==> src/sv/flr_pkg.sv <==
// Package with shared types, constants and codes of the floor drift leveler.
package flr_pkg;

  localparam int WINDOW_MAX_DEF  = 16;
  localparam int COORD_WIDTH_DEF = 32;

  localparam int FIELD_W    = 32;
  localparam int WIN_W      = 5;
  localparam int THR_W      = 24;
  localparam int SEP_W      = 31;
  localparam int APB_ADDR_W = 5;
  localparam int APB_DATA_W = 32;
  // thr is Q8.16, so thr squared carries 32 fraction bits.
  localparam int FRAC_SHIFT = 32;

  localparam logic [WIN_W-1:0] WIN_RST = 5'd8;
  localparam logic [THR_W-1:0] THR_RST = 24'd6554;
  localparam logic [SEP_W-1:0] SEP_RST = 31'd32768;

  localparam logic [2:0] REG_WINDOW  = 3'd0;
  localparam logic [2:0] REG_THRESH  = 3'd1;
  localparam logic [2:0] REG_MIN_SEP = 3'd2;
  localparam logic [2:0] REG_START_X = 3'd3;
  localparam logic [2:0] REG_START_Y = 3'd4;
  localparam logic [2:0] REG_START_Z = 3'd5;

  typedef enum logic [3:0] {
    MS_DX, MS_DY, MS_DZ, MS_SEP, MS_HX, MS_HY, MS_VZ, MS_THR, MS_HT
  } mul_sel_e;

  typedef enum logic [3:0] {
    ST_IDLE, ST_MUL_GO, ST_MUL_WAIT, ST_DECIDE, ST_CHECK, ST_RD_SEC, ST_SEC,
    ST_TEST, ST_SH_RD, ST_SH_WR, ST_DROP, ST_DONE
  } state_e;

  typedef struct packed {
    logic [WIN_W-1:0]    window_length;
    logic [THR_W-1:0]    grad_limit;
    logic [SEP_W-1:0]    keep_gap;
    logic [2:0]          start_we;
    logic [FIELD_W-1:0]  start_val;
  } cfg_t;

  typedef struct packed {
    logic     load_in;
    logic     mul_start;
    logic     mul_store;
    mul_sel_e sel;
    logic     keep;
    logic     rd_sec;
    logic     sec_load;
    logic     shift_init;
    logic     sh_wr;
    logic     drop;
  } dp_cmd_t;

  typedef struct packed {
    logic mul_busy;
    logic keep_ok;
    logic full;
    logic pass;
    logic sh_more;
  } dp_sts_t;

  typedef struct packed {
    logic load;
    logic kept;
    logic emitted;
  } res_t;

endpackage

==> src/sv/flr_ctrl.sv <==
// Controller state machine sequencing the leveler datapath.
module flr_ctrl (
  input  logic              clk_i,
  input  logic              rst_ni,
  input  logic              in_valid_i,
  output logic              in_ready_o,
  input  logic              out_free_i,
  input  flr_pkg::dp_sts_t  sts_i,
  output flr_pkg::dp_cmd_t  cmd_o,
  output flr_pkg::res_t     res_o
);

  flr_pkg::state_e   state_q, state_d;
  flr_pkg::mul_sel_e sel_q, sel_d;
  logic              kept_q, kept_d, emit_q, emit_d;

  always_ff @(posedge clk_i or negedge rst_ni) begin
    if (!rst_ni) begin
      state_q <= flr_pkg::ST_IDLE;
      sel_q   <= flr_pkg::MS_DX;
      kept_q  <= 1'b0;
      emit_q  <= 1'b0;
    end else begin
      state_q <= state_d;
      sel_q   <= sel_d;
      kept_q  <= kept_d;
      emit_q  <= emit_d;
    end
  end

  always_comb begin
    state_d       = state_q;
    sel_d         = sel_q;
    kept_d        = kept_q;
    emit_d        = emit_q;
    cmd_o         = '0;
    cmd_o.sel     = sel_q;
    res_o         = '0;
    res_o.kept    = kept_q;
    res_o.emitted = emit_q;
    in_ready_o    = 1'b0;
    case (state_q)
      flr_pkg::ST_IDLE: begin
        in_ready_o = 1'b1;
        if (in_valid_i) begin
          cmd_o.load_in = 1'b1;
          sel_d         = flr_pkg::MS_DX;
          state_d       = flr_pkg::ST_MUL_GO;
        end
      end
      flr_pkg::ST_MUL_GO: begin
        cmd_o.mul_start = 1'b1;
        state_d         = flr_pkg::ST_MUL_WAIT;
      end
      flr_pkg::ST_MUL_WAIT: begin
        if (!sts_i.mul_busy) begin
          cmd_o.mul_store = 1'b1;
          if (sel_q == flr_pkg::MS_SEP) begin
            state_d = flr_pkg::ST_DECIDE;
          end else if (sel_q == flr_pkg::MS_HT) begin
            state_d = flr_pkg::ST_TEST;
          end else begin
            sel_d   = flr_pkg::mul_sel_e'(sel_q + 4'd1);
            state_d = flr_pkg::ST_MUL_GO;
          end
        end
      end
      flr_pkg::ST_DECIDE: begin
        kept_d = 1'b0;
        emit_d = 1'b0;
        if (sts_i.keep_ok) begin
          cmd_o.keep = 1'b1;
          kept_d     = 1'b1;
          state_d    = flr_pkg::ST_CHECK;
        end else begin
          state_d = flr_pkg::ST_DONE;
        end
      end
      flr_pkg::ST_CHECK: begin
        state_d = sts_i.full ? flr_pkg::ST_RD_SEC : flr_pkg::ST_DONE;
      end
      flr_pkg::ST_RD_SEC: begin
        cmd_o.rd_sec = 1'b1;
        state_d      = flr_pkg::ST_SEC;
      end
      flr_pkg::ST_SEC: begin
        cmd_o.sec_load = 1'b1;
        sel_d          = flr_pkg::MS_HX;
        state_d        = flr_pkg::ST_MUL_GO;
      end
      flr_pkg::ST_TEST: begin
        if (sts_i.pass) begin
          cmd_o.shift_init = 1'b1;
          state_d          = flr_pkg::ST_SH_RD;
        end else begin
          state_d = flr_pkg::ST_DROP;
        end
      end
      flr_pkg::ST_SH_RD: begin
        state_d = sts_i.sh_more ? flr_pkg::ST_SH_WR : flr_pkg::ST_DROP;
      end
      flr_pkg::ST_SH_WR: begin
        cmd_o.sh_wr = 1'b1;
        state_d     = flr_pkg::ST_SH_RD;
      end
      flr_pkg::ST_DROP: begin
        cmd_o.drop = 1'b1;
        emit_d     = 1'b1;
        state_d    = flr_pkg::ST_DONE;
      end
      flr_pkg::ST_DONE: begin
        if (out_free_i) begin
          res_o.load = 1'b1;
          state_d    = flr_pkg::ST_IDLE;
        end
      end
      default: state_d = flr_pkg::ST_IDLE;
    endcase
  end

endmodule

==> config.mk <==
export PLATFORM = sky130hd
export DESIGN_NAME = flr_ctrl
export DESIGN_NICKNAME = d
export VERILOG_FILES = /design/src/sv/flr_pkg.sv /design/src/sv/flr_ctrl.sv
export SDC_FILE = /design/constraint.sdc
export NUM_CORES = 1
export LEC_CHECK = 0
export BUFFER_PORTS_ARGS = -buffer_cell sky130_fd_sc_hd__buf_2
export CORE_UTILIZATION = 54
export DETAILED_ROUTE_END_ITERATION = 12
export PLACE_DENSITY = 0.83
export SETUP_SLACK_MARGIN = 0.3
export SLEW_MARGIN = 20
export SYNTH_ARGS = -nofsm -noshare
export SYNTH_HDL_FRONTEND = slang
export SYNTH_SLANG_ARGS = --single-unit
==> constraint.sdc <==
create_clock -name clk_i -period 3.05 [get_ports clk_i]
set_input_delay 0.61 -clock clk_i [delete_from_list [all_inputs] [get_ports clk_i]]
set_output_delay 0.61 -clock clk_i [all_outputs]
set_load 0.03 [all_outputs]
# Word-level counts from Yosys, hierarchy flattened
# Index checks and enable logic that the tools add are counted.
[totals]
regBits = 10
input_bits = 9
output_inout_bits = 17
[classes]
add_sub_neg = 1
n_eq_ne = 18
muxes = 32
reduce_logical = 5
[ops]
columns = ["operator", "n"]
rows = [
  ["4-bit one-hot mux with 12 select lines", 1],
  ["4-bit 2-to-1 mux", 9],
  ["4-bit == test (second input constant)", 5],
  ["4-bit by 3-bit == test with 1-bit output (second input constant)", 4],
  ["1-bit 2-to-1 mux", 16],
  ["4-bit by 2-bit == test with 1-bit output (second input constant)", 3],
  ["4-bit one-hot mux with 3 select lines", 1],
  ["2-bit != test (second input constant)", 5],
  ["3-bit 2-to-1 mux", 2],
  ["5-bit AND reduction", 1],
  ["4-bit by 1-bit adder with 4-bit output (second input constant)", 1],
  ["4-bit by 1-bit == test with 1-bit output (second input constant)", 1],
  ["4-bit zero test", 1],
  ["2-bit 2-to-1 mux", 2],
  ["3-bit AND reduction", 1],
  ["3-bit nonzero test", 1],
  ["1-bit one-hot mux with 2 select lines", 1],
  ["2-bit nonzero test", 1],
]

# Depth between registers and ports, before layout
[logic_depth]
word_depth = 5
ltp_mapped = 6
mapped_depth_nobuf = 6

# Least setup slack after synthesis
# No wires, ideal clock.
[synth_timing]
path_type = "register -> output"
startpoint = "reg state_q[3]"
endpoint = "out cmd_o[12] (netlist bit)"
t_arrival_ps = 2015
required_ps = 2440
setup_slack_ps = 425
path_stages_with_launch = 4
path_buffers = 1
cell_sequence = "dfrtp_1 buf_2 nor4_1 and2_1"
[synth_rtl]
columns = ["element", "line_no", "source"]
rows = [
  ["from (decl)", "flr_ctrl.sv:13", "flr_pkg::state_e state_q, state_d;"],
  ["from (signal assigned)", "flr_ctrl.sv:19", "state_q <= flr_pkg::ST_IDLE;"],
  ["from (signal assigned)", "flr_ctrl.sv:24", "state_q <= state_d;"],
  ["to (decl)", "flr_ctrl.sv:9", "output flr_pkg::dp_cmd_t cmd_o,"],
]

==> run metrics <==
status=finished, final reports clean; Core ar.=0.00152 mm2; Crit Path Category=reg -> out; worst-skew pair later-pin latency=0.27 ns; Max FO, Critical Path=20; cell area after synthesis=between 800 and 900 um2; Worst-path clk slew=0.07 ns; final WL=2060 um; DRT iter0 DRCs=28; DP Worst Slack=0.946 ns; r2r startpoint=state_q[2]$_DFFE_PN0P_; vias in the first global route=about 770; Die ar.=0.00180 mm2; max-slew violations=0; Initial Utilization=roughly 58%; DR vias/cell=about 6.0; FF-to-FF path depth=4; Pre-Repair DR Iteration Count=4; Max-slew headroom=between 60% and 70%; largest net degree at the start of global routing=21; Post-CTS Hold Fix Bufs=0; DRC=0; Worst Tran Pin Value=0.542 ns; most frequent cells after synthesis=nor2_1, dfrtp_1, inv_1; Pwr Density=932 mW/mm2; IO Port Bufs=25; CTS buffer count=3; die width=42.4 um; most numerous cell in the Yosys netlist=nor2_1; fin nets=136; Yosys warnings=0; hold_ws=0.184 ns; flip-flop and latch count after synthesis=10; Synth top area share=between 20% and 30%; maximum vdd drop=537 uV; f_max=416 MHz; CP Launch Type=register; Post-DP HPWL=between 1500 and 2000 um; final setup vio count=0; Layout area overhead=10.2%; first-pass GRT wire length=between 3000 and 4000 um; RSZ-0062 raised after global routing=no; I/O pin count=26; R2R setup slack=1.10 ns; Worst Path Required=2.44 ns; Post-synth EDFFs=0; synth top area cells=dfrtp_1, nor2_1, clkbuf_8; total track usage=between 20% and 30%; Top FF cell, synth=dfrtp_1; register area share after synthesis=28.3%; max_cap viols=0; initial antenna violation count=0; Crit. End Element=output pin; min Tclk post-route=2.40 ns; antenna-violating nets left=0; total power=0.907 mW; clk sinks=10; n_diodes=0; TritonCTS clock tree=built; CP Data Arrival Time=between 1.5 and 2 ns; P_leak=0.463 nW; Mapped Nets=115; post-synth cell types=between 40 and 50; Fin Setup TNS=0 ns; final worst slack=between 0.6 and 0.7 ns; CTS HTree Levels=1; Final Hold Fails=0; Clock Tree Buf Depth=2; type of the tightest min-delay check=in -> async; Routability Congestion=0.842; FP Rows=14; FF-to-FF End=sel_q[0]$_DFFE_PN0P_; syn avg cell area=8.49 um2; top cell type by total area after synthesis=dfrtp_1; fin crit share=between 70 and 80%; share of cells above drive strength 1=a little under a third; Syn Inst Count=104; post-CTS setup repair buffer count=0; ys async rst share=100%; vias=840; skew final=0.00221 ns; gr ovfl total=0; Avg WL per Cell=14.7 um; Die Y=42.4 um; CTS Root Cell=clkbuf_4; CTS resizes=0
state kept, by name, summed over array words and instances, names as in the netlist:
name     cells
sel_q        4
state_q      4
kept_q       1
emit_q       1
metal layers:
layer | track usage (%) | wire length [um]
met2 | 38.2 | 935
met1 | 35.9 | 963
met5 | 0 | 0
met4 | 12.5 | 72
met3 | 3.45 | 90
report_power, final:
part / internal, mW / switching [mW]
Sequential: 0.172 / 0.109
Clock: 0.0726 / 0.0527
Combinational: 0.198 / 0.304
placed cells by master (no fill, tap or decap), types with 2 or more instances in the layout:
cell type  count
buf_2         25
nor2_1        12
inv_1         10
dfrtp_1       10
nor3_1         8
a21oi_1        6
nand2_1        5
nor4_1         4
nand2b_1       3
clkbuf_4       3
and2_1         2
mux2i_1        2
or2b_2         2
a31oi_1        2
o21ai_0        2
ha_1           2
how the worst max path moves through the flow:
stage | cells after the start | slack (ns) | end | start
after global routing | 3 | 0.53 | cmd_o[10] | state_q[3]$_DFFE_PN0P_
after detailed placement | 3 | 0.95 | cmd_o[10] | state_q[3]$_DFFE_PN0P_
after CTS | 3 | 0.65 | cmd_o[10] | state_q[3]$_DFFE_PN0P_
final | 3 | 0.65 | cmd_o[10] | state_q[3]$_DFFE_PN0P_
after floorplan | 3 | 0.43 | cmd_o[12] | state_q[3]$_DFFE_PN0P_
after global placement | 3 | 0.99 | cmd_o[10] | state_q[3]$_DFFE_PN0P_
critical path, stage by stage, from the launching register on:
cell,delay [ns]
dfrtp_1,0.58
or4b_4,0.64
nor2_1,0.10
buf_2,0.20
stage by stage:
| step | instance area (um2) | std cells | utilization (%) |
|---|---|---|---|
| after detailed placement | 937 | 136 | 61.5 |
| after CTS | 973 | 140 | 63.9 |
| after floorplan | 883 | 104 | - |
| final | 973 | 140 | 63.9 |
| after global placement | 937 | 136 | 61.5 |
| after global routing | 973 | 140 | 63.9 |
final cells by class:
cell class | count | area, um2
Clock buffer | 4 | 36.3
Fill cell | 129 | 551
Inverter | 10 | 37.5
Multi-Input combinational cell | 75 | 504
Sequential cell | 10 | 250
Tap cell | 16 | 20.0
Timing Repair Buffer | 25 | 125
cell families after synthesis:
logic type	count (synthesis)	share of synthesized area [%]
buf+inv	19	14.6
compound gates	24	20.4
fa+ha+maj	2	2.83
flops	10	28.3
simple gates	45	29.0
mux	4	4.82
Note: power is estimated with default switching activity, not from simulation.
