## config.mk

```make
export PLATFORM = sky130hd
export DESIGN_NAME = flr_cfg
export DESIGN_NICKNAME = d
export VERILOG_FILES = /design/src/sv/flr_pkg.sv /design/src/sv/flr_cfg.sv
export SDC_FILE = /design/constraint.sdc
export NUM_CORES = 1
export LEC_CHECK = 0
export ABC_CLOCK_PERIOD_IN_PS = 1960
export BUFFER_PORTS_ARGS = -buffer_cell sky130_fd_sc_hd__buf_2
export CORE_MARGIN = 2
export CORE_UTILIZATION = 50
export CTS_BUF_LIST = sky130_fd_sc_hd__clkbuf_4
export DETAILED_ROUTE_END_ITERATION = 10
export GPL_ROUTABILITY_DRIVEN = 1
export HOLD_SLACK_MARGIN = 0.08
export PLACE_DENSITY = 0.75
export SYNTH_ARGS = -nofsm -noshare
export SYNTH_HDL_FRONTEND = slang
export SYNTH_SLANG_ARGS = --single-unit
```

## constraint.sdc

```tcl
create_clock -name clk_i -period 1.96 [get_ports clk_i]
set_input_delay 0.392 -clock clk_i [delete_from_list [all_inputs] [get_ports clk_i]]
set_output_delay 0.392 -clock clk_i [all_outputs]
set_load 0.01 [all_outputs]
```

## src/sv/flr_pkg.sv

```systemverilog
// Package with shared types, constants and codes of the floor drift leveler.
package flr_pkg;

  localparam int WINDOW_MAX_DEF  = 16;
  localparam int COORD_WIDTH_DEF = 32;

  localparam int FIELD_W    = 32;
  localparam int WIN_W      = 5;
  localparam int THR_W      = 24;
  localparam int SEP_W      = 31;
  localparam int APB_ADDR_W = 5;
  localparam int APB_DATA_W = 32;
  // thr is Q8.16, so thr squared carries 32 fraction bits.
  localparam int FRAC_SHIFT = 32;

  localparam logic [WIN_W-1:0] WIN_RST = 5'd8;
  localparam logic [THR_W-1:0] THR_RST = 24'd6554;
  localparam logic [SEP_W-1:0] SEP_RST = 31'd32768;

  localparam logic [2:0] REG_WINDOW  = 3'd0;
  localparam logic [2:0] REG_THRESH  = 3'd1;
  localparam logic [2:0] REG_MIN_SEP = 3'd2;
  localparam logic [2:0] REG_START_X = 3'd3;
  localparam logic [2:0] REG_START_Y = 3'd4;
  localparam logic [2:0] REG_START_Z = 3'd5;

  typedef enum logic [3:0] {
    MS_DX, MS_DY, MS_DZ, MS_SEP, MS_HX, MS_HY, MS_VZ, MS_THR, MS_HT
  } mul_sel_e;

  typedef enum logic [3:0] {
    ST_IDLE, ST_MUL_GO, ST_MUL_WAIT, ST_DECIDE, ST_CHECK, ST_RD_SEC, ST_SEC,
    ST_TEST, ST_SH_RD, ST_SH_WR, ST_DROP, ST_DONE
  } state_e;

  typedef struct packed {
    logic [WIN_W-1:0]    window_length;
    logic [THR_W-1:0]    grad_limit;
    logic [SEP_W-1:0]    keep_gap;
    logic [2:0]          start_we;
    logic [FIELD_W-1:0]  start_val;
  } cfg_t;

  typedef struct packed {
    logic     load_in;
    logic     mul_start;
    logic     mul_store;
    mul_sel_e sel;
    logic     keep;
    logic     rd_sec;
    logic     sec_load;
    logic     shift_init;
    logic     sh_wr;
    logic     drop;
  } dp_cmd_t;

  typedef struct packed {
    logic mul_busy;
    logic keep_ok;
    logic full;
    logic pass;
    logic sh_more;
  } dp_sts_t;

  typedef struct packed {
    logic load;
    logic kept;
    logic emitted;
  } res_t;

endpackage

```

## src/sv/flr_cfg.sv

```systemverilog
// APB register file holding the leveler configuration.
module flr_cfg (
  input  logic                             clk_i,
  input  logic                             rst_ni,
  input  logic                             psel_i,
  input  logic                             penable_i,
  input  logic                             pwrite_i,
  input  logic [flr_pkg::APB_ADDR_W-1:0]   paddr_i,
  input  logic [flr_pkg::APB_DATA_W-1:0]   pwdata_i,
  output logic [flr_pkg::APB_DATA_W-1:0]   prdata_o,
  output flr_pkg::cfg_t                    cfg_o
);

  logic                          we;
  logic [2:0]                    idx;
  logic [flr_pkg::WIN_W-1:0]     win_q;
  logic [flr_pkg::THR_W-1:0]     thr_q;
  logic [flr_pkg::SEP_W-1:0]     sep_q;
  logic [flr_pkg::FIELD_W-1:0]   sx_q, sy_q, sz_q;

  assign we  = psel_i & penable_i & pwrite_i;
  assign idx = paddr_i[flr_pkg::APB_ADDR_W-1:2];

  always_ff @(posedge clk_i or negedge rst_ni) begin
    if (!rst_ni) begin
      win_q <= flr_pkg::WIN_RST;
      thr_q <= flr_pkg::THR_RST;
      sep_q <= flr_pkg::SEP_RST;
      sx_q  <= '0;
      sy_q  <= '0;
      sz_q  <= '0;
    end else if (we) begin
      case (idx)
        flr_pkg::REG_WINDOW:  win_q <= pwdata_i[flr_pkg::WIN_W-1:0];
        flr_pkg::REG_THRESH:  thr_q <= pwdata_i[flr_pkg::THR_W-1:0];
        flr_pkg::REG_MIN_SEP: sep_q <= pwdata_i[flr_pkg::SEP_W-1:0];
        flr_pkg::REG_START_X: sx_q  <= pwdata_i;
        flr_pkg::REG_START_Y: sy_q  <= pwdata_i;
        flr_pkg::REG_START_Z: sz_q  <= pwdata_i;
        default: ;
      endcase
    end
  end

  always_comb begin
    case (idx)
      flr_pkg::REG_WINDOW:  prdata_o = 32'(win_q);
      flr_pkg::REG_THRESH:  prdata_o = 32'(thr_q);
      flr_pkg::REG_MIN_SEP: prdata_o = 32'(sep_q);
      flr_pkg::REG_START_X: prdata_o = sx_q;
      flr_pkg::REG_START_Y: prdata_o = sy_q;
      flr_pkg::REG_START_Z: prdata_o = sz_q;
      default:              prdata_o = '0;
    endcase
  end

  always_comb begin
    cfg_o.window_length   = win_q;
    cfg_o.grad_limit      = thr_q;
    cfg_o.keep_gap        = sep_q;
    cfg_o.start_we[0]     = we && (idx == flr_pkg::REG_START_X);
    cfg_o.start_we[1]     = we && (idx == flr_pkg::REG_START_Y);
    cfg_o.start_we[2]     = we && (idx == flr_pkg::REG_START_Z);
    cfg_o.start_val       = pwdata_i;
  end

endmodule

```

Yosys cells after proc, flatten, opt, wreduce, memory -nomap -nowiden
Cells that the tools add are included.

Output and inout port bits: 127. Memories kept: 0. Bits in writable memories: 0. Flip-flop bits (word level): 156. Latch bits: 0. Bits of input ports: 42. Memory bits (read-only): 0. Logic and storage cells: 24.

Shifts and indexed selects: 0. Div/mod/pow operators: 0. Mux-type cells: 1. Bitwise gates (word level): 2. Order comparisons: 0. $mul: 0. Equality and inequality tests: 5. Reduce and logical (&&, ||, !) cells: 10. Add/subtract/negate cells: 0.

Operators with widths (number): 32-bit case mux with 6 select lines (1); 2-bit AND reduction (6); 3-bit by 2-bit equality test with 1-bit output (second input constant) (2); 3-bit equality test (second input constant) (2); 3-bit by 1-bit equality test with 1-bit output (second input constant) (1); 1-bit logical AND (3); 3-bit zero test (1); 1-bit AND (2).

Longest topological paths before layout
Gate-level depths: netlist of run 1.

Word-level depth: 3. Mapped depth: 6. Gate-level depth less buffers: 3.

Worst setup path after synthesis of run 1
No wires, ideal clock.

Kind: in2out. Start point: in paddr_i[2] in the netlist's numbering. End point: out prdata_o[0] in the netlist's numbering. Arrival time: 1.454 ns. Setup slack: 0.114 ns. Buffers on the path: 2. Stages: 5. Path through: buf_4 -> buf_2 -> mux2_2 -> a32oi_1 -> o221ai_1.

Longest elaborated chain between the ends: 2.

RTL lines: start, declared (RTL line flr_cfg.sv:8) `input logic [flr_pkg::APB_ADDR_W-1:0] paddr_i,`; 3-bit equality test (tied with other cells) (RTL line flr_cfg.sv:46) `case (idx)`; 32-bit case mux with 6 select lines (*) (RTL line flr_cfg.sv:46); end, declared (RTL line flr_cfg.sv:10) `output logic [flr_pkg::APB_DATA_W-1:0] prdata_o,`.

Mark *: on every way between the ends. The rest lies on a longest branch, timed or not.

Worst setup path in the final report of run 1
Start point: reg sy_q[4] in the netlist's numbering. End point: out prdata_o[4] in the netlist's numbering.

Longest elaborated chain between the ends: 1.

RTL lines: start, declared (RTL line flr_cfg.sv:19) `logic [flr_pkg::FIELD_W-1:0] sx_q, sy_q, sz_q;`; start signal, assigned (RTL line flr_cfg.sv:38) `flr_pkg::REG_START_Y: sy_q <= pwdata_i;`; 32-bit case mux with 6 select lines (RTL line flr_cfg.sv:46).

No other way between the ends.

==> impl_metrics.env, run 1 <==
export IMPL_status="complete, but fails checks"
export IMPL_worst_slew_margin_rel_pct=60.2
export IMPL_cts_tree="yes"
export IMPL_grt_setup_unrepaired="true"
export IMPL_grt_overflow_total=0
export IMPL_syn_area_per_cell_sq_um=14.5
export IMPL_syn2layout_area_growth_pct=22.1
export IMPL_largest_net_degree_at_the_start_of_global_routing=62
export IMPL_yosysWarningCount=0
export IMPL_post_route_core_utilization_pct=61.9
export IMPL_design_area_sq_mm=0.00890
export IMPL_antenna_found_initial=1
export IMPL_clkTransAtPathRegs_ns=0.13
export IMPL_critical_path_startpoint_type="flop"
export IMPL_cp_required_ns=1.57
export IMPL_initial_cell_density_of_the_core_pct=50.7
export IMPL_num_vias=4850
export IMPL_placementRows=44
export IMPL_synth_lib_cells_used_distinct=30
export IMPL_layout_worst_path_cycle_share_pct=106
export IMPL_ff_latch_area_sq_mm=0.00392
export IMPL_pwr_density_cell_mw_per_mm2=915
export IMPL_final_layout_size_suffix_gt1_share_pct=62.0
export IMPL_synth_net_count=544
export IMPL_timing_worst_slew_pin_value_ns=0.597
export IMPL_htreeDepth=4
export IMPL_layout_commonest_cell="sky130_fd_sc_hd__buf_2"
export IMPL_min_delay_path_class="input port to flop"
export IMPL_timing_max_cap_violations=0
export IMPL_critPathMaxStageDelay_ns=0.40
export IMPL_place_hpwl_um=11600
export IMPL_grt_usage_pct=21.9
export IMPL_synth_cell_area_sq_mm=0.00729
export IMPL_fp_coreArea_sq_mm=0.0144
export IMPL_setup_worst_path_class="flop to output port"
export IMPL_wire_length_of_the_first_global_routing_pass_um=26900
export IMPL_design_die_area_sq_mm=0.0156
export IMPL_floorplan_die_width_um=125
export IMPL_antenna_left=0
export IMPL_worst_setup_slack_after_placement_ns=-0.120
export IMPL_multi_input_area_sq_mm=0.00297
export IMPL_critical_path_slowest_cell="sky130_fd_sc_hd__dfrtp_1"
export IMPL_tns_ns=-1.01
export IMPL_tritoncts_num_sinks=156
export IMPL_skew_ns=0
export IMPL_setup_violations=23
export IMPL_critPathArrivalTime_ns=1.69
export IMPL_slew_viol_final=0
export IMPL_most_common_layout_cells="sky130_fd_sc_hd__buf_2 (164), sky130_fd_sc_hd__mux2_2 (158), sky130_fd_sc_hd__dfrtp_1 (147)"
export IMPL_post_layout_nonfiller_instances=879
export IMPL_tritoncts_num_buffers=17
export IMPL_worstPathMaxFanout=2
export IMPL_synth_seq_cells=156
export IMPL_synth_seq_area_share_pct=53.7
export IMPL_final_hold_viol_count=0
export IMPL_io_pin_count=169
export IMPL_route_detailed_vias_per_inst=5.52
export IMPL_placed_cells_incl_taps=824
export IMPL_max_vdd_ir_drop_mv=0.541
export IMPL_detail_route_first_pass_iterations=4
export IMPL_die_h_um=125
export IMPL_drc=0
export IMPL_dr_first_iter_drc_count=200
export IMPL_reg2regPathDepth=3
export IMPL_ctsLongestPathBuffers=2
export IMPL_timing_hold_ws_ns=0.129
export IMPL_crit_chain="mux2_2 -> a32oi_2 -> o221ai_1 -> buf_2"
export IMPL_post_route_min_period_ns=2.08
export IMPL_failed_checks="setup timing"
export IMPL_clk_latency_ns=0.55
export IMPL_fillCellCount=1074
export IMPL_wire_per_inst_um=19.1
export IMPL_totalWireLength_um=16800
export IMPL_leakage_nw=4.37
export IMPL_setup_worst_path_end_class="output port"
export IMPL_placedInstanceArea_sq_mm=0.00838
export IMPL_final_net_count=723
export IMPL_finalWorstSetupSlack_ns=-0.122
export IMPL_number_of_global_route_vias_before_repair=5064
export IMPL_port_buffers=166
export IMPL_cts_root_buffer_cell="sky130_fd_sc_hd__clkbuf_4"
export IMPL_p_total_mw=8.14
export IMPL_worst_hold_path_num_cells=2
export IMPL_syn_instance_count=502
export IMPL_clock_fmax_mhz=480
export IMPL_finalWeightedCongestion=0.796
-- area by class of cell --
cell class	instances	area share, %
multi-input combinational	282	33.4
antenna	1	0.0281
inverter	2	0.0844
clock inverter	13	1.69
clock buffer	19	1.60
sequential	156	44.0
tap	184	2.59
timing repair buffer	222	16.6
-- critical path, delay by kind of cell, from the launching register on --
family | cells | cell delay [ns]
flip-flops | 1 | 0.40
multiplexers | 1 | 0.27
AO/OA/AOI/OAI | 2 | 0.30
buffers and inverters | 1 | 0.17
-- final timing paths --
path / start / to / slack, ns
worst max register to register: sep_q[1] / sep_q[1] / 0.94
worst min register to register: sy_q[28] / sy_q[28] / 0.52
worst max-delay path: sy_q[4] / prdata_o[4] / -0.12
min in group asynchronous: rst_ni / thr_q[14] / 0.38
max in group asynchronous: rst_ni / thr_q[1] / 0.90
worst min-delay path: pwdata_i[11] / sy_q[11] / 0.13
-- what timing repair did --
item / 4_1_cts / 5_1_grt
setup buffers: 5 / 10
pin swaps: 18 / 3
hold endpoints to repair: 66 / 1
hold buffers: 6 / 1
resized for setup: 6 / 4
setup endpoints to repair: 27 / 30
gates cloned: 0 / 0
-- sequential cells by signal (all words and copies together) (netlist names) --
signal	flops
sx_q	32
sep_q	31
win_q	5
sz_q	32
sy_q	32
thr_q	24
-- kinds of logic after synthesis --
kind of cell	synth area share (%)
buf+inv	6.32
simple gates	3.09
flops	53.7
compound gates	6.66
mux	30.2
-- per-layer routing --
layer | GRT usage (%) | wire, um | up-vias
met3 | 4.64 | 785 | 26
met2 | 36.7 | 8530 | 127
met1 | 27.9 | 7110 | 2496
li1 | - | - | 2201
met4 | 8.79 | 338 | 0
met5 | 0 | 0 | -
-- synthesized netlist by cell type (all sizes together) --
master   count  area share [%]
nand2        8            0.41
dfstp        9             3.2
a221o       18             2.5
dfrtp      147              50
inv          2            0.10
a31oi        1           0.086
nand4        1            0.29
a21oi        1           0.069
o221ai       5            0.60
o21ai        1           0.069
nand2b       2            0.17
clkbuf       1           0.051
nor2b        2            0.17
a221oi       1            0.12
buf         61             6.2
and3b        2            0.24
o22ai        7            0.60
a32oi        4            0.48
nand4b       1            0.33
mux2       162              25
nor3         3            0.58
nor3b        1            0.26
nor2         6            0.64
o2bb2ai     18             2.2
mux2i       38             5.2
-- power by group --
group | internal [mW] | total, mW | switching [mW]
registers | 3.87 | 4.25 | 0.386
clock network | 0.895 | 2.00 | 1.10
logic | 1.04 | 1.89 | 0.850
(Power assumes the default switching activity.)
==> run 2, diff against run 1 <==
ABC_CLOCK_PERIOD_IN_PS = 1950   (was 1960)
CAP_MARGIN = 10   (was not set)
clock period = 1.95 ns   (was 1.96 ns; I/O delays follow)
==> run 2 against run 1 <==
Compared with the run above: the flow still finishes with violations (setup timing); core utilization about the same; die area stayed put; sequential share of layout area about the same; count of clock-buffer cells in the layout grew 3; wire length decreased by 0.60%; non-clock buffer count grew 5; global-route usage shrank 0.16 points; clock power fell by 6%; register-to-register slack about the same; hold slack improved by 0.0053 ns; critical path type unchanged; largest cell class unchanged.
==> impl_metrics.env, run 2 (synthesis gave the netlist of run 1 again) <==
export IMPL_totalWireLength_um=16700
export IMPL_design_die_area_sq_mm=0.0156
export IMPL_pwr_density_cell_mw_per_mm2=905
export IMPL_placedInstanceArea_sq_mm=0.00839
export IMPL_die_h_um=125
export IMPL_top_family_by_delay_on_critical_path="flip-flops"
export IMPL_finalWeightedCongestion=0.810
export IMPL_p_total_mw=8.06
export IMPL_drc=0
export IMPL_critPathArrivalTime_ns=1.70
export IMPL_num_vias=4859
export IMPL_finalWorstSetupSlack_ns=-0.136
export IMPL_io_pin_count=169
export IMPL_wire_length_of_the_first_global_routing_pass_um=26500
export IMPL_cts_root_buffer_cell="sky130_fd_sc_hd__clkbuf_4"
export IMPL_final_hold_viol_count=0
export IMPL_timing_worst_slew_pin_value_ns=0.427
export IMPL_post_route_core_utilization_pct=61.9
export IMPL_largest_net_degree_at_the_start_of_global_routing=46
export IMPL_clock_power_share_pct=23.4
export IMPL_clkTransAtPathRegs_ns=0.12
export IMPL_number_of_global_route_vias_before_repair=5030
export IMPL_slew_viol_final=0
export IMPL_antenna_found_initial=1
export IMPL_total_switching_power_mw=2.31
export IMPL_route_detailed_vias_per_inst=5.50
export IMPL_floorplan_die_width_um=125
export IMPL_failed_checks="setup timing"
export IMPL_multi_input_area_sq_mm=0.00297
export IMPL_placementRows=44
export IMPL_port_buffers=166
export IMPL_critPathMaxStageDelay_ns=0.40
export IMPL_antenna_left=0
export IMPL_final_net_count=728
export IMPL_setup_violations=23
export IMPL_wire_per_inst_um=18.8
export IMPL_critical_path_slowest_cell="sky130_fd_sc_hd__dfrtp_1"
export IMPL_most_common_layout_cells="sky130_fd_sc_hd__buf_2 (164), sky130_fd_sc_hd__mux2_2 (159), sky130_fd_sc_hd__dfrtp_1 (147)"
export IMPL_ctsLongestPathBuffers=2
export IMPL_clk_latency_ns=0.54
export IMPL_post_route_min_period_ns=2.09
export IMPL_status="complete, but fails checks"
export IMPL_syn2layout_area_growth_pct=22.1
export IMPL_setup_worst_path_end_class="output port"
export IMPL_layout_commonest_cell="sky130_fd_sc_hd__buf_2"
export IMPL_ff_latch_area_sq_mm=0.00392
export IMPL_worst_slew_margin_rel_pct=71.5
export IMPL_cp_required_ns=1.56
export IMPL_power_share_sequential_pct=53.1
export IMPL_max_vdd_ir_drop_mv=0.530
export IMPL_initial_cell_density_of_the_core_pct=50.7
export IMPL_timing_max_cap_violations=0
export IMPL_worstPathMaxFanout=2
export IMPL_layout_worst_path_cycle_share_pct=107
export IMPL_setup_worst_path_class="flop to output port"
export IMPL_tritoncts_num_buffers=17
export IMPL_tritoncts_num_sinks=156
export IMPL_dr_first_iter_drc_count=261
export IMPL_design_area_sq_mm=0.00890
export IMPL_grt_overflow_total=0
export IMPL_clock_fmax_mhz=479
export IMPL_critical_path_startpoint_type="flop"
export IMPL_grt_setup_unrepaired="true"
export IMPL_detail_route_first_pass_iterations=4
export IMPL_combined_buffer_and_inverter_count_along_the_critical_path=1
export IMPL_grt_usage_pct=21.8
export IMPL_largest_registers="sx_q x32, sy_q x32, sz_q x32"
export IMPL_leakage_nw=4.39
export IMPL_final_layout_size_suffix_gt1_share_pct=62.2
export IMPL_crit_chain="mux2_4 -> a32oi_1 -> o221ai_1 -> buf_2"
export IMPL_power_internal_mw=5.75
export IMPL_fp_coreArea_sq_mm=0.0144
export IMPL_sw_frac_of_total_pct=28.7
export IMPL_skew_ns=0
export IMPL_pwr_share_comb_pct=23.5
export IMPL_fillCellCount=1099
export IMPL_htreeDepth=4
export IMPL_timing_hold_ws_ns=0.135
export IMPL_r2r_slack_ns=0.94
export IMPL_min_delay_path_class="input port to flop"
export IMPL_place_hpwl_um=11500
export IMPL_cts_tree="yes"
==> run 2: changes by cell type in the layout (fill, tap and decap cells not counted), sizes merged <==
cell	delta
clkbuf	+3
clkinvlp	-3
dlygate4sd3	+3
buf	+2
bufinv	-1
clkinv	+1
==> run 2: timing repair <==
item / 4_1_cts / 5_1_grt
resized for setup: 3 / 5
hold buffers: 9 / 1
gates cloned: 0 / 0
endpoints found under the hold margin: 61 / 1
buffers inserted: 4 / 11
setup endpoints to repair: 26 / 28
pin swaps: 19 / 3
==> run 2: power by group through the flow <==
| stage | Sequential [mW] | Combinational, mW | Clock [mW] |
|---|---|---|---|
| 6_report | 4.28 | 1.89 | 1.88 |
| 3_3_place_gp | 4.28 | 1.78 | 0 |
| 4_1_cts | 4.27 | 1.89 | 1.95 |
| 3_5_place_dp | 4.34 | 1.84 | 0 |
| 2_1_floorplan | 4.36 | 1.02 | 0 |
| 5_1_grt | 4.36 | 2.05 | 2.09 |
==> run 2: area by class of cell <==
| cell class | instances | share of cell area (%) |
|---|---|---|
| timing repair buffer | 227 | 17.0 |
| tap | 184 | 2.59 |
| inverter | 2 | 0.0844 |
| clock inverter | 10 | 1.15 |
| clock buffer | 22 | 1.86 |
| antenna | 1 | 0.0281 |
| sequential | 156 | 44.0 |
| multi-input combinational | 282 | 33.3 |
==> run 2: path summary, 6_finish.rpt <==
kind / from / end / depth (start not counted)
worst min-delay path: pwdata_i[31] / sy_q[31] / 2
worst max-delay path: sy_q[0] / prdata_o[0] / 4
min in group asynchronous: rst_ni / thr_q[19] / 2
max in group asynchronous: rst_ni / thr_q[1] / 3
worst max register to register: sep_q[20] / sep_q[20] / 3
worst min register to register: sy_q[22] / sy_q[22] / 1
==> run 2: metrics by stage <==
step,setup slack (ns),cells,TNS [ns]
floorplan,0.108,502,0
global route,-0.247,884,-3.61
finish,-0.136,884,-0.840
global placement,-0.0969,826,-5.15
CTS,-0.169,871,-2.00
detailed placement,-0.124,826,-6.06
==> run 2: worst reg2reg max path, delay by kind of cell (launching register included) <==
family,cells,cell delay (ns)
flip-flops,1,0.41
buffers and inverters,2,0.25
multiplexers,1,0.25
==> run 2: metal layers <==
layer | vias to the layer above | share of wire, % | track usage [%]
met4 | 0 | 1.8 | 7.93
li1 | 2215 | - | -
met3 | 23 | 4.2 | 4.77
met5 | - | 0 | 0
met2 | 136 | 51 | 36.4
met1 | 2485 | 43 | 28.0
