[src/sv/flr_pkg.sv]
// Package with shared types, constants and codes of the floor drift leveler.
package flr_pkg;

  localparam int WINDOW_MAX_DEF  = 16;
  localparam int COORD_WIDTH_DEF = 32;

  localparam int FIELD_W    = 32;
  localparam int WIN_W      = 5;
  localparam int THR_W      = 24;
  localparam int SEP_W      = 31;
  localparam int APB_ADDR_W = 5;
  localparam int APB_DATA_W = 32;
  // thr is Q8.16, so thr squared carries 32 fraction bits.
  localparam int FRAC_SHIFT = 32;

  localparam logic [WIN_W-1:0] WIN_RST = 5'd8;
  localparam logic [THR_W-1:0] THR_RST = 24'd6554;
  localparam logic [SEP_W-1:0] SEP_RST = 31'd32768;

  localparam logic [2:0] REG_WINDOW  = 3'd0;
  localparam logic [2:0] REG_THRESH  = 3'd1;
  localparam logic [2:0] REG_MIN_SEP = 3'd2;
  localparam logic [2:0] REG_START_X = 3'd3;
  localparam logic [2:0] REG_START_Y = 3'd4;
  localparam logic [2:0] REG_START_Z = 3'd5;

  typedef enum logic [3:0] {
    MS_DX, MS_DY, MS_DZ, MS_SEP, MS_HX, MS_HY, MS_VZ, MS_THR, MS_HT
  } mul_sel_e;

  typedef enum logic [3:0] {
    ST_IDLE, ST_MUL_GO, ST_MUL_WAIT, ST_DECIDE, ST_CHECK, ST_RD_SEC, ST_SEC,
    ST_TEST, ST_SH_RD, ST_SH_WR, ST_DROP, ST_DONE
  } state_e;

  typedef struct packed {
    logic [WIN_W-1:0]    window_length;
    logic [THR_W-1:0]    grad_limit;
    logic [SEP_W-1:0]    keep_gap;
    logic [2:0]          start_we;
    logic [FIELD_W-1:0]  start_val;
  } cfg_t;

  typedef struct packed {
    logic     load_in;
    logic     mul_start;
    logic     mul_store;
    mul_sel_e sel;
    logic     keep;
    logic     rd_sec;
    logic     sec_load;
    logic     shift_init;
    logic     sh_wr;
    logic     drop;
  } dp_cmd_t;

  typedef struct packed {
    logic mul_busy;
    logic keep_ok;
    logic full;
    logic pass;
    logic sh_more;
  } dp_sts_t;

  typedef struct packed {
    logic load;
    logic kept;
    logic emitted;
  } res_t;

endpackage

[src/sv/flr_dp.sv]
// Leveler datapath: track memory, point registers and a shift-add multiplier.
module flr_dp #(
  parameter int WindowMax  = flr_pkg::WINDOW_MAX_DEF,
  parameter int CoordWidth = flr_pkg::COORD_WIDTH_DEF
) (
  input  logic                          clk_i,
  input  logic                          rst_ni,
  input  flr_pkg::cfg_t                 cfg_i,
  input  flr_pkg::dp_cmd_t              cmd_i,
  input  logic [flr_pkg::FIELD_W-1:0]   in_x_i,
  input  logic [flr_pkg::FIELD_W-1:0]   in_y_i,
  input  logic [flr_pkg::FIELD_W-1:0]   in_z_i,
  output flr_pkg::dp_sts_t              sts_o,
  output logic [flr_pkg::FIELD_W-1:0]   rel_x_o,
  output logic [flr_pkg::FIELD_W-1:0]   rel_y_o,
  output logic [flr_pkg::FIELD_W-1:0]   rel_z_o
);

  localparam int CW   = CoordWidth;
  localparam int D    = CW + 1;
  localparam int MA   = 2 * D + 1;
  localparam int MB   = (D > 2 * flr_pkg::THR_W) ? D : 2 * flr_pkg::THR_W;
  localparam int PW   = MA + MB;
  localparam int DW   = (2 * D + 2 > 2 * flr_pkg::SEP_W) ? 2 * D + 2 : 2 * flr_pkg::SEP_W;
  localparam int TW   = 2 * flr_pkg::THR_W;
  localparam int AW   = (WindowMax > 1) ? $clog2(WindowMax) : 1;
  localparam int CNW  = $clog2(WindowMax + 1);
  localparam int MW   = 3 * CW;
  localparam logic signed [CW+1:0] SatHi = (CW+2)'((64'sd1 <<< (CW - 1)) - 64'sd1);
  localparam logic signed [CW+1:0] SatLo = ~SatHi;

  function automatic logic [D-1:0] mag(input logic [CW-1:0] a, input logic [CW-1:0] b);
    logic [D-1:0] d;
    d = {a[CW-1], a} - {b[CW-1], b};
    return d[D-1] ? (~d + 1'b1) : d;
  endfunction

  function automatic logic [AW-1:0] idx(input logic [AW-1:0] head, input logic [CNW-1:0] k);
    logic [AW:0] s;
    s = {1'b0, head} + (AW+1)'(CNW'(k - 1'b1));
    if (s >= (AW+1)'(WindowMax)) s = s - (AW+1)'(WindowMax);
    return s[AW-1:0];
  endfunction

  function automatic logic [CW-1:0] sat(input logic signed [CW+1:0] s);
    if (s > SatHi) return SatHi[CW-1:0];
    if (s < SatLo) return SatLo[CW-1:0];
    return s[CW-1:0];
  endfunction

  logic signed [CW-1:0] px_q, py_q, pz_q;
  logic signed [CW-1:0] anc_x_q, anc_y_q, anc_z_q;
  logic signed [CW-1:0] last_x_q, last_y_q, last_z_q;
  logic signed [CW-1:0] sec_x_q, sec_y_q, sec_z_q;
  logic signed [CW-1:0] rel_x_q, rel_y_q, rel_z_q;
  logic [CNW-1:0]       count_q, k_q;
  logic [AW-1:0]        head_q, waddr, raddr;
  logic [CW:0]          shift_q, shift_w;
  logic [MW-1:0]        mem_q [WindowMax];
  logic [MW-1:0]        rdata_q, wdata;
  logic                 mem_we;
  logic [PW-1:0]        a_q, acc_q;
  logic [MB-1:0]        b_q;
  logic [MA-1:0]        a_n;
  logic [MB-1:0]        b_n;
  logic [DW-1:0]        dist_q, lim_q;
  logic [MA-1:0]        hsum_q;
  logic [2*D-1:0]       vsq_q;
  logic [TW-1:0]        tsq_q;
  logic                 pass_q;
  logic [CNW-1:0]       winc;
  logic [CW-1:0]        lx, ly, lz, rx, ry, rz, rz_sh;
  logic [D-1:0]         mdx, mdy, mdz, mhx, mhy, mvz;

  // The last kept point is the anchor while the track holds it alone.
  assign lx = (count_q == CNW'(1)) ? anc_x_q : last_x_q;
  assign ly = (count_q == CNW'(1)) ? anc_y_q : last_y_q;
  assign lz = (count_q == CNW'(1)) ? anc_z_q : last_z_q;

  assign mdx = mag(px_q, lx);
  assign mdy = mag(py_q, ly);
  assign mdz = mag(pz_q, lz);
  assign mhx = mag(px_q, sec_x_q);
  assign mhy = mag(py_q, sec_y_q);
  assign mvz = mag(pz_q, sec_z_q);

  assign rx = rdata_q[CW-1:0];
  assign ry = rdata_q[2*CW-1:CW];
  assign rz = rdata_q[3*CW-1:2*CW];
  assign rz_sh = sat({{2{rz[CW-1]}}, rz} + {shift_q[CW], shift_q});
  assign shift_w = {anc_z_q[CW-1], anc_z_q} - {sec_z_q[CW-1], sec_z_q};

  always_comb begin
    if (cfg_i.window_length < 5'd2) begin
      winc = CNW'(2);
    end else if (32'(cfg_i.window_length) > 32'(WindowMax)) begin
      winc = CNW'(WindowMax);
    end else begin
      winc = CNW'(cfg_i.window_length);
    end
  end

  always_comb begin
    case (cmd_i.sel)
      flr_pkg::MS_DX:  begin a_n = MA'(mdx); b_n = MB'(mdx); end
      flr_pkg::MS_DY:  begin a_n = MA'(mdy); b_n = MB'(mdy); end
      flr_pkg::MS_DZ:  begin a_n = MA'(mdz); b_n = MB'(mdz); end
      flr_pkg::MS_SEP: begin
        a_n = MA'(cfg_i.keep_gap);
        b_n = MB'(cfg_i.keep_gap);
      end
      flr_pkg::MS_HX:  begin a_n = MA'(mhx); b_n = MB'(mhx); end
      flr_pkg::MS_HY:  begin a_n = MA'(mhy); b_n = MB'(mhy); end
      flr_pkg::MS_VZ:  begin a_n = MA'(mvz); b_n = MB'(mvz); end
      flr_pkg::MS_THR: begin
        a_n = MA'(cfg_i.grad_limit);
        b_n = MB'(cfg_i.grad_limit);
      end
      flr_pkg::MS_HT:  begin a_n = hsum_q; b_n = MB'(tsq_q); end
      default:         begin a_n = '0; b_n = '0; end
    endcase
  end

  // Shift-add multiplier: one multiplier bit per cycle, done once b runs out of ones.
  always_ff @(posedge clk_i or negedge rst_ni) begin
    if (!rst_ni) begin
      b_q <= '0;
    end else if (cmd_i.mul_start) begin
      b_q <= b_n;
    end else if (b_q != '0) begin
      b_q <= b_q >> 1;
    end
  end

  always_ff @(posedge clk_i) begin
    if (cmd_i.mul_start) begin
      a_q   <= PW'(a_n);
      acc_q <= '0;
    end else if (b_q != '0) begin
      a_q <= a_q << 1;
      if (b_q[0]) acc_q <= acc_q + a_q;
    end
  end

  always_ff @(posedge clk_i) begin
    if (cmd_i.mul_store) begin
      case (cmd_i.sel)
        flr_pkg::MS_DX:  dist_q <= DW'(acc_q);
        flr_pkg::MS_DY:  dist_q <= dist_q + DW'(acc_q);
        flr_pkg::MS_DZ:  dist_q <= dist_q + DW'(acc_q);
        flr_pkg::MS_SEP: lim_q  <= DW'(acc_q);
        flr_pkg::MS_HX:  hsum_q <= MA'(acc_q);
        flr_pkg::MS_HY:  hsum_q <= hsum_q + MA'(acc_q);
        flr_pkg::MS_VZ:  vsq_q  <= (2*D)'(acc_q);
        flr_pkg::MS_THR: tsq_q  <= TW'(acc_q);
        flr_pkg::MS_HT:  pass_q <= (PW'({vsq_q, {flr_pkg::FRAC_SHIFT{1'b0}}}) < acc_q);
        default: ;
      endcase
    end
  end

  // Track memory holds the points after the anchor, oldest at head_q.
  assign mem_we = cmd_i.keep | cmd_i.sh_wr;
  assign waddr  = cmd_i.keep ? idx(head_q, count_q) : idx(head_q, k_q);
  assign wdata  = cmd_i.keep ? {pz_q, py_q, px_q} : {rz_sh, ry, rx};
  assign raddr  = cmd_i.rd_sec ? head_q : idx(head_q, k_q);

  always_ff @(posedge clk_i) begin
    if (mem_we) mem_q[waddr] <= wdata;
    rdata_q <= mem_q[raddr];
  end

  always_ff @(posedge clk_i) begin
    if (cmd_i.load_in) begin
      px_q <= CW'($signed(in_x_i));
      py_q <= CW'($signed(in_y_i));
      pz_q <= CW'($signed(in_z_i));
    end
    if (cmd_i.keep) begin
      last_x_q <= px_q;
      last_y_q <= py_q;
      last_z_q <= pz_q;
    end else if (cmd_i.shift_init) begin
      last_z_q <= sat({{2{last_z_q[CW-1]}}, last_z_q} + {shift_w[CW], shift_w});
    end
    if (cmd_i.sec_load) begin
      sec_x_q <= rx;
      sec_y_q <= ry;
      sec_z_q <= rz;
    end
    if (cmd_i.shift_init) begin
      shift_q <= shift_w;
      k_q     <= CNW'(2);
    end else if (cmd_i.sh_wr) begin
      k_q <= k_q + 1'b1;
    end
  end

  always_ff @(posedge clk_i or negedge rst_ni) begin
    if (!rst_ni) begin
      anc_x_q <= '0;
      anc_y_q <= '0;
      anc_z_q <= '0;
      rel_x_q <= '0;
      rel_y_q <= '0;
      rel_z_q <= '0;
      count_q <= CNW'(1);
      head_q  <= '0;
    end else begin
      if (cfg_i.start_we[0]) anc_x_q <= CW'($signed(cfg_i.start_val));
      if (cfg_i.start_we[1]) anc_y_q <= CW'($signed(cfg_i.start_val));
      if (cfg_i.start_we[2]) anc_z_q <= CW'($signed(cfg_i.start_val));
      if (cmd_i.keep) count_q <= count_q + 1'b1;
      if (cmd_i.drop) begin
        rel_x_q <= anc_x_q;
        rel_y_q <= anc_y_q;
        rel_z_q <= anc_z_q;
        anc_x_q <= sec_x_q;
        anc_y_q <= sec_y_q;
        // A leveled second point lands exactly on the old anchor height.
        if (!pass_q) anc_z_q <= sec_z_q;
        head_q  <= (head_q == AW'(WindowMax - 1)) ? '0 : head_q + 1'b1;
        count_q <= count_q - 1'b1;
      end
    end
  end

  assign sts_o.mul_busy = (b_q != '0);
  assign sts_o.keep_ok  = (dist_q >= lim_q) && (count_q < CNW'(WindowMax));
  assign sts_o.full     = (count_q >= winc);
  assign sts_o.pass     = pass_q;
  assign sts_o.sh_more  = (k_q < count_q);

  assign rel_x_o = 32'(rel_x_q);
  assign rel_y_o = 32'(rel_y_q);
  assign rel_z_o = 32'(rel_z_q);

endmodule

[config.mk]
export PLATFORM = sky130hd
export DESIGN_NAME = flr_dp
export DESIGN_NICKNAME = d
export VERILOG_FILES = /design/src/sv/flr_pkg.sv /design/src/sv/flr_dp.sv
export SDC_FILE = /design/constraint.sdc
export NUM_CORES = 2
export LEC_CHECK = 0
export ABC_AREA = 0
export BUFFER_PORTS_ARGS = -buffer_cell sky130_fd_sc_hd__clkbuf_2
export CORE_ASPECT_RATIO = 0.8
export CORE_MARGIN = 2
export CORE_UTILIZATION = 36
export DETAILED_ROUTE_END_ITERATION = 7
export SLEW_MARGIN = 0
export SYNTH_ARGS = -nofsm -noshare
export SYNTH_HDL_FRONTEND = slang
export SYNTH_SLANG_ARGS = --single-unit
export TNS_END_PERCENT = 100
[constraint.sdc]
create_clock -name clk_i -period 9 [get_ports clk_i]
set_input_delay 0.45 -clock clk_i [delete_from_list [all_inputs] [get_ports clk_i]]
set_output_delay 0.45 -clock clk_i [all_outputs]
set_load 0.005 [all_outputs]
# Word level (Yosys, flattened, before mapping)
# Memory sizes are Yosys's and may differ from the RTL's. A register that Yosys moved wholly into a read port is not among the register bits.
# Cells that the tools add are included.
[totals]
ff_bits = 1123
mem_bits_rw = 1536
in_bits = 206
output_inout_bits = 101
word_cells = 161
memories = 1
[mem_list]
columns = ["memory", "words", "width", "read_ports", "rd_ports_with_merged_regs", "write_ports", "line_no", "text"]
rows = [
  ["mem_q", 16, 96, 1, 1, 1, "flr_dp.sv:59", "logic [MW-1:0] mem_q [WindowMax];"],
]
[op_classes]
n_addsub = 27
magnitude_cmp = 13
eq_ne = 10
muxes = 56
bitwise_logic = 7
n_reduce_logical = 18
[op_table]
columns = ["op", "n"]
rows = [
  ["two-way mux 32 bit", 20],
  ["case mux 67 bit (9 select lines)", 1],
  ["case mux 48 bit (9 select lines)", 1],
  ["subtractor 32 x 32 -> 33 bit", 7],
  ["adder 33 x 1 -> 33 bit, second input constant", 6],
  ["two-way mux 33 bit", 6],
  ["inverter 33 bit", 6],
  ["case mux 68 bit (2 select lines)", 1],
  ["two-way mux 67 bit", 2],
  ["case mux 67 bit (2 select lines)", 1],
  ["adder 115 bit", 1],
  ["less-than comparator 98 x 115 -> 1 bit", 1],
  ["two-way mux 48 bit", 2],
  ["two-way mux 96 bit", 1],
  ["adder 32 x 33 -> 34 bit", 2],
  ["adder 68 bit", 1],
  ["greater-or-equal comparator 68 bit", 1],
  ["> comparator 34 x 32 -> 1 bit, second input constant", 2],
  ["less-than comparator 34 x 32 -> 1 bit, second input constant", 2],
  ["adder 67 bit", 1],
  ["nonzero test 48 bit", 1],
  ["two-way mux 4 bit", 5],
  ["two-way mux 5 bit", 4],
  ["equality test 4 x 3 -> 1 bit, second input constant", 4],
  ["22 further kinds", 52],
]

# Logic depth before layout (Yosys ltp)
[logic_depth]
depth_word = 13
ltp_mapped = 30

# Worst setup path before layout
# Ideal clock, no wire load.
[synth_timing]
path_kind = "reg-to-reg"
from = "reg head_q[1]"
to = "mem mem_q[11][0] (netlist bit) (enable)"
setup_ns = 0.552
arrival_ns = 6.228
required_time_ns = 8.448
path_slack_ns = 2.220
stages_incl_launch_ff = 13
path_buffers = 0
synth_period_minus_slack_ns = 6.780
path_cell_list = "dfrtp_1 > inv_1 > ha_1 > inv_1 > ha_1 > fa_1 > xor2_1 > xnor2_1 > nor2_1 > a21oi_1 > xnor2_1 > nand2_1 > nor2_1"
[synth_via]
elab_chain_cells = 4
elab_cells_between_ends = 9
[synth_rtl]
columns = ["element", "line_no", "text"]
rows = [
  ["start: declaration", "flr_dp.sv:57", "logic [AW-1:0] head_q, waddr, raddr;"],
  ["start signal: assignment", "flr_dp.sv:222", "head_q <= (head_q == AW'(WindowMax - 1)) ? '0 : head_q + 1'b1;"],
  ["adder 4 x 5 -> 5 bit", "flr_dp.sv:40", "s = {1'b0, head} + (AW+1)'(CNW'(k - 1'b1));"],
  ["subtractor 4 x 1 -> 4 bit / greater-or-equal comparator 5 bit (equally long branches)", "flr_dp.sv:41", "if (s >= (AW+1)'(WindowMax)) s = s - (AW+1)'(WindowMax);"],
  ["two-way mux 4 bit", "flr_dp.sv:41", ""],
  ["two-way mux 4 bit *", "flr_dp.sv:164", "assign waddr = cmd_i.keep ? idx(head_q, count_q) : idx(head_q, k_q);"],
  ["end: declaration", "flr_dp.sv:59", ""],
]
# Every way passes the cells marked *; elsewhere a longest branch is shown, timed or not.

# Worst setup path after layout
[layout_timing]
from = "reg anc_z_q[0]"
to = "reg last_z_q[23], data pin"
[layout_via]
elab_chain_cells = 11
elab_cells_between_ends = 16
[layout_rtl]
columns = ["element", "line_no", "text"]
rows = [
  ["start: declaration", "flr_dp.sv:52", "logic signed [CW-1:0] anc_x_q, anc_y_q, anc_z_q;"],
  ["start signal: assignment", "flr_dp.sv:212", "if (cfg_i.start_we[2]) anc_z_q <= CW'($signed(cfg_i.start_val));"],
  ["start signal: assignment", "flr_dp.sv:221", "if (!pass_q) anc_z_q <= sec_z_q;"],
  ["subtractor 32 x 32 -> 33 bit *", "flr_dp.sv:91", "assign shift_w = {anc_z_q[CW-1], anc_z_q} - {sec_z_q[CW-1], sec_z_q};"],
  ["named net shift_w[26]", "flr_dp.sv:58", "logic [CW:0] shift_q, shift_w;"],
  ["adder 32 x 33 -> 34 bit *", "flr_dp.sv:184", "last_z_q <= sat({{2{last_z_q[CW-1]}}, last_z_q} + {shift_w[CW], shift_w});"],
  ["less-than comparator 34 x 32 -> 1 bit", "flr_dp.sv:47", "if (s < SatLo) return SatLo[CW-1:0];"],
  ["two-way mux 1 bit (2 in series)", "flr_dp.sv:47", ""],
  ["two-way mux 1 bit", "flr_dp.sv:183", "end else if (cmd_i.shift_init) begin"],
  ["two-way mux 1 bit", "flr_dp.sv:179", "if (cmd_i.keep) begin"],
  ["two-way mux 32 bit", "flr_dp.sv:48", "return s[CW-1:0];"],
  ["two-way mux 32 bit *", "flr_dp.sv:47", ""],
  ["two-way mux 32 bit *", "flr_dp.sv:183", ""],
  ["two-way mux 32 bit *", "flr_dp.sv:179", ""],
  ["end signal: assignment", "flr_dp.sv:182", "last_z_q <= pz_q;"],
  ["end signal: assignment", "flr_dp.sv:184", ""],
  ["end: declaration", "flr_dp.sv:53", "logic signed [CW-1:0] last_x_q, last_y_q, last_z_q;"],
]
# The timed path passes the listed nets; every way through them passes the cells marked *. The select of a mux whose other input is x is not followed.
# A chain may end at the register's enable or synchronous reset.

==> metrics.md <==
| Metric | Value |
|---|---|
| Status | `complete, but fails checks` |
| Failing checks | `design-rule violations` |
| Nets@finish | `around 13000` |
| Number of synthesized flops with an enable pin | `between 2000 and 2500` |
| I/O pin count | `approximately 300` |
| CP arrival | `roughly 7800 ps` |
| Multiplexer share of the synthesized area | `around 11%` |
| Vias in the first global route | `about 90000` |
| Post-synthesis sequential area ratio | `between 50% and 60%` |
| Clock slew at reported path FFs | `around 60 ps` |
| Crit path to | `last_z_q[23]$_DFFE_PP_` |
| Drt drc | `7` |
| Post-synth top area share | `47.34%` |
| Seq cells post-synth | `2755` |
| Iteration-0 DRC Markers | `12310` |
| Die W | `between 700 and 800 um` |
| Global-route wire length before repair | `between 600 and 700 mm` |
| Total CTS buffers | `292` |
| Global route total overflow | `0` |
| Initial antenna violation count | `between 40 and 50` |
| Setup TNS | `0 ps` |
| Final setup violating endpoints | `0` |
| Post-synth top flop | `edfxtp_1` |
| Startpoint class of the critical path | `flip-flop` |
| Synth cell types | `113` |
| Leading post-synthesis cells by cell area | `edfxtp_1, mux4_2, ha_1, dfrtp_1, dfxtp_1` |
| Mapped Nets | `about 12000` |
| Synth Instances | `roughly 11000` |
| Largest family of logic cells by synthesized area | `compound AO/OA/AOI/OAI gates` |
| Maximum clock path buffer count | `4` |
| Post-Synthesis Cell Area | `about 140000 um2` |
| Die Y | `roughly 570 um` |
| Via density | `a little under 6` |
| Post-Route WL | `around 470 mm` |
| Hold Path Class | `in -> reg` |
| Peak supply drop | `around 0.45 mV` |
| Routed len/inst | `27.71 um` |
| RSZ-0062 raised after global routing | `no` |
| FMAX | `0.1393 GHz` |
| Gr usage total | `between 20% and 30%` |
| Post-synthesis xor/xnor area fraction | `3.707%` |
| Root Buffer | `clkbuf_16` |
| Initial core utilization | `around 36%` |
| Worst path slowest cell | `a311oi_1` |
| Total number of vias | `99010` |
| Area occupied by multi-input gates | `roughly 60000 um2` |
| Critical path type | `reg -> reg` |
| Post-Synth Simple-Gate Area | `about 8.4%` |
| Cell repeated most along the worst path | `a21oi_1` |
| Critical Path End Type | `flip-flop` |
| Minimum hold slack | `between 60 and 70 ps` |
| Final hold vios | `0` |
| Relative slew slack | `under 10%` |
| Warnings, synthesis | `0` |
| Cts repair resizes | `0` |
| Adder-Cell Fraction of Synth Area | `under 10%` |
| HPWL Detailed | `around 340 mm` |
| Worst reg2reg path depth | `30` |
| Final slew viol count | `0` |
| Clk_skew | `~60 ps` |
| Routability cong. | `just over 1` |
| Average instance area after synthesis | `roughly 13 um2` |
| Synth Area in Compound Gates | `between 10% and 20%` |
| Reg2reg start | `anc_z_q[0]$_DFF_PN0_` |
| Tmin final | `a little over 7000 ps` |
| Crit path launch | `anc_z_q[0]$_DFF_PN0_` |
| Rows | `approximately 210` |
| CTS tree | `built` |
| Buffers on Ports | `306` |
| Total die area | `approximately 400000 um2` |
| Critical Path RT | `between 9000 and 10000 ps` |
| Final period util | `approximately four fifths` |
| Share of cells above drive strength 1 | `14.68%` |
| Cell type with the largest total area after synthesis | `edfxtp_1` |
| Largest net degree at the start of global routing | `~150` |
| Core Box Area | `393600 um2` |
| PwrDens | `345.2 nW/um2` |
| Slew @ Worst Pin | `roughly 1400 ps` |
| Reg area | `78850 um2` |
| Reg2Reg Setup Slack | `1820 ps` |
| Max-Cap Viols | `0` |
| Largest stage delay on the critical path | `roughly 650 ps` |
| Antenna-violating nets left | `0` |
| Skew-Pair Late Insertion Delay | `a little over 900 ps` |
| Worst Path Max Fanout | `15` |
| Ys async rst share | `around 9%` |
| Area delta synth->final | `13.59%` |
| 1st-pass router iterations | `8` |
| Static Leak | `roughly 0.059 uW` |
| Filler cell count | `about 36000` |
| Sink Count | `around 2800` |
| FF-to-FF End | `last_z_q[23]$_DFFE_PP_` |
| H-tree depth | `5` |
[layout make-up]
| class | count | share of cell area (%) |
|---|---|---|
| diodes | 24 | 0.03718 |
| well taps | 5200 | 4.027 |
| repair buffers | 620 | 2.742 |
| clock inverters | 130 | 0.9550 |
| flip-flops and latches | 2755 | 48.81 |
| clock buffers | 407 | 5.115 |
| inverters | 438 | 1.018 |
| multi-input cells | 7520 | 37.30 |
[where the power goes]
group          total (uW)  switching, uW  internal [uW]  leakage, uW
Clock               12400           5230           7180      0.00478
Combinational       23000          14500           8500       0.0283
Sequential          20400           1600          18800       0.0260
[cells by family after synthesis]
| logic type | count (synthesis) |
|---|---|
| and+or+nand+nor | 2479 |
| DFF | 2755 |
| xor gates and xnor gates | 599 |
| AOI/OAI and AO/OA | 2754 |
| buffers and inverters | 903 |
| adders and majority gates | 712 |
| muxes | 976 |
[placed cells by master, fill, tap and decap left out, types with 300 or more instances in the layout]
cell       netlist  routed
o21ai_0        618     617
nor2_1         652     627
mux2i_1        329     327
edfxtp_1      2242    2242
ha_1           698     698
clkbuf_2         0     300
xnor2_1        373     372
inv_1          437     436
clkbuf_16        0     303
a21o_1         332     332
nand2_1        780     776
a21oi_1        765     764
mux4_2         480     480
[metrics by stage]
| stage | total power, uW | worst slack [ps] | cell area (um2) | std cells | utilization [%] |
|---|---|---|---|---|---|
| 3_3_place_gp | 43060 | 1979 | 150600 | 16430 | 38.27 |
| 4_1_cts | 55640 | 1921 | 161500 | 17070 | 41.03 |
| 3_5_place_dp | 43140 | 2018 | 150700 | 16430 | 38.28 |
| 2_1_floorplan | 35090 | 2220 | 142200 | 11180 | - |
| 5_1_grt | 58160 | 1300 | 161500 | 17080 | 41.03 |
| 6_report | 55770 | 1819 | 161600 | 17090 | 41.05 |
[critical path, delay by kind of cell (launching register included)]
family                     cells  cell delay [ps]
DFF                            1              410
and+or+nand+nor                7             1470
adders and majority gates      3              920
xor gates and xnor gates       1              230
buffers and inverters          4              590
AOI/OAI and AO/OA             15             3250
[state kept, by name, indices dropped and copies added (netlist names), 66 cells and up]
register  cells
hsum_q       67
rdata_q      96
a_q         115
acc_q       115
vsq_q        66
dist_q       68
mem_q      1536
lim_q        68
[layer usage]
layer | track usage (%) | up-vias | share of wire (%)
li1 | - | 44070 | -
met1 | 33.30 | 49610 | 44
met2 | 33.39 | 4579 | 42
met3 | 3.910 | 745 | 8.7
met4 | 10.57 | 12 | 5.1
met5 | 0 | - | 0.014
[synthesized netlist by cell type, types with 137 or more instances]
master    number
nor3_1       150
mux4_2       480
inv_1        437
nand3_1      146
nor2_1       652
dfrtp_1      248
dfxtp_1      264
ha_1         698
edfxtp_1    2242
xnor2_1      373
o21ai_0      618
mux2_2       167
a21o_1       332
mux2i_1      329
xor2_1       224
a21oi_1      765
nand4_1      137
clkbuf_1     374
nand2_1      780
[what timing repair did]
action / 4_1_cts / 5_1_grt
buffers inserted: 0 / 0
hold endpoints to repair: 213 / 0
hold buffers: 101 / 0
endpoints found under the setup margin: 0 / 0
[worst min path at each step]
stage | end | start | slack (ps) | cells past startpoint
2_1_floorplan | anc_x_q[0]$_DFFE_PN0P_ | rst_ni | 150 | 0
3_3_place_gp | sec_y_q[8]$_DFFE_PP_ | rdata_q[40]$_DFF_P_ | 410 | 0
3_5_place_dp | sec_x_q[0]$_DFFE_PP_ | rdata_q[0]$_DFF_P_ | 410 | 0
4_1_cts | pass_q$_DFFE_PP_ | cmd_i[10] | 20 | 2
5_1_grt | pass_q$_DFFE_PP_ | cmd_i[10] | 40 | 2
6_report | py_q[14]$_DFFE_PP_ | cmd_i[12] | 70 | 1
Note: power is estimated with default switching activity, not from simulation.
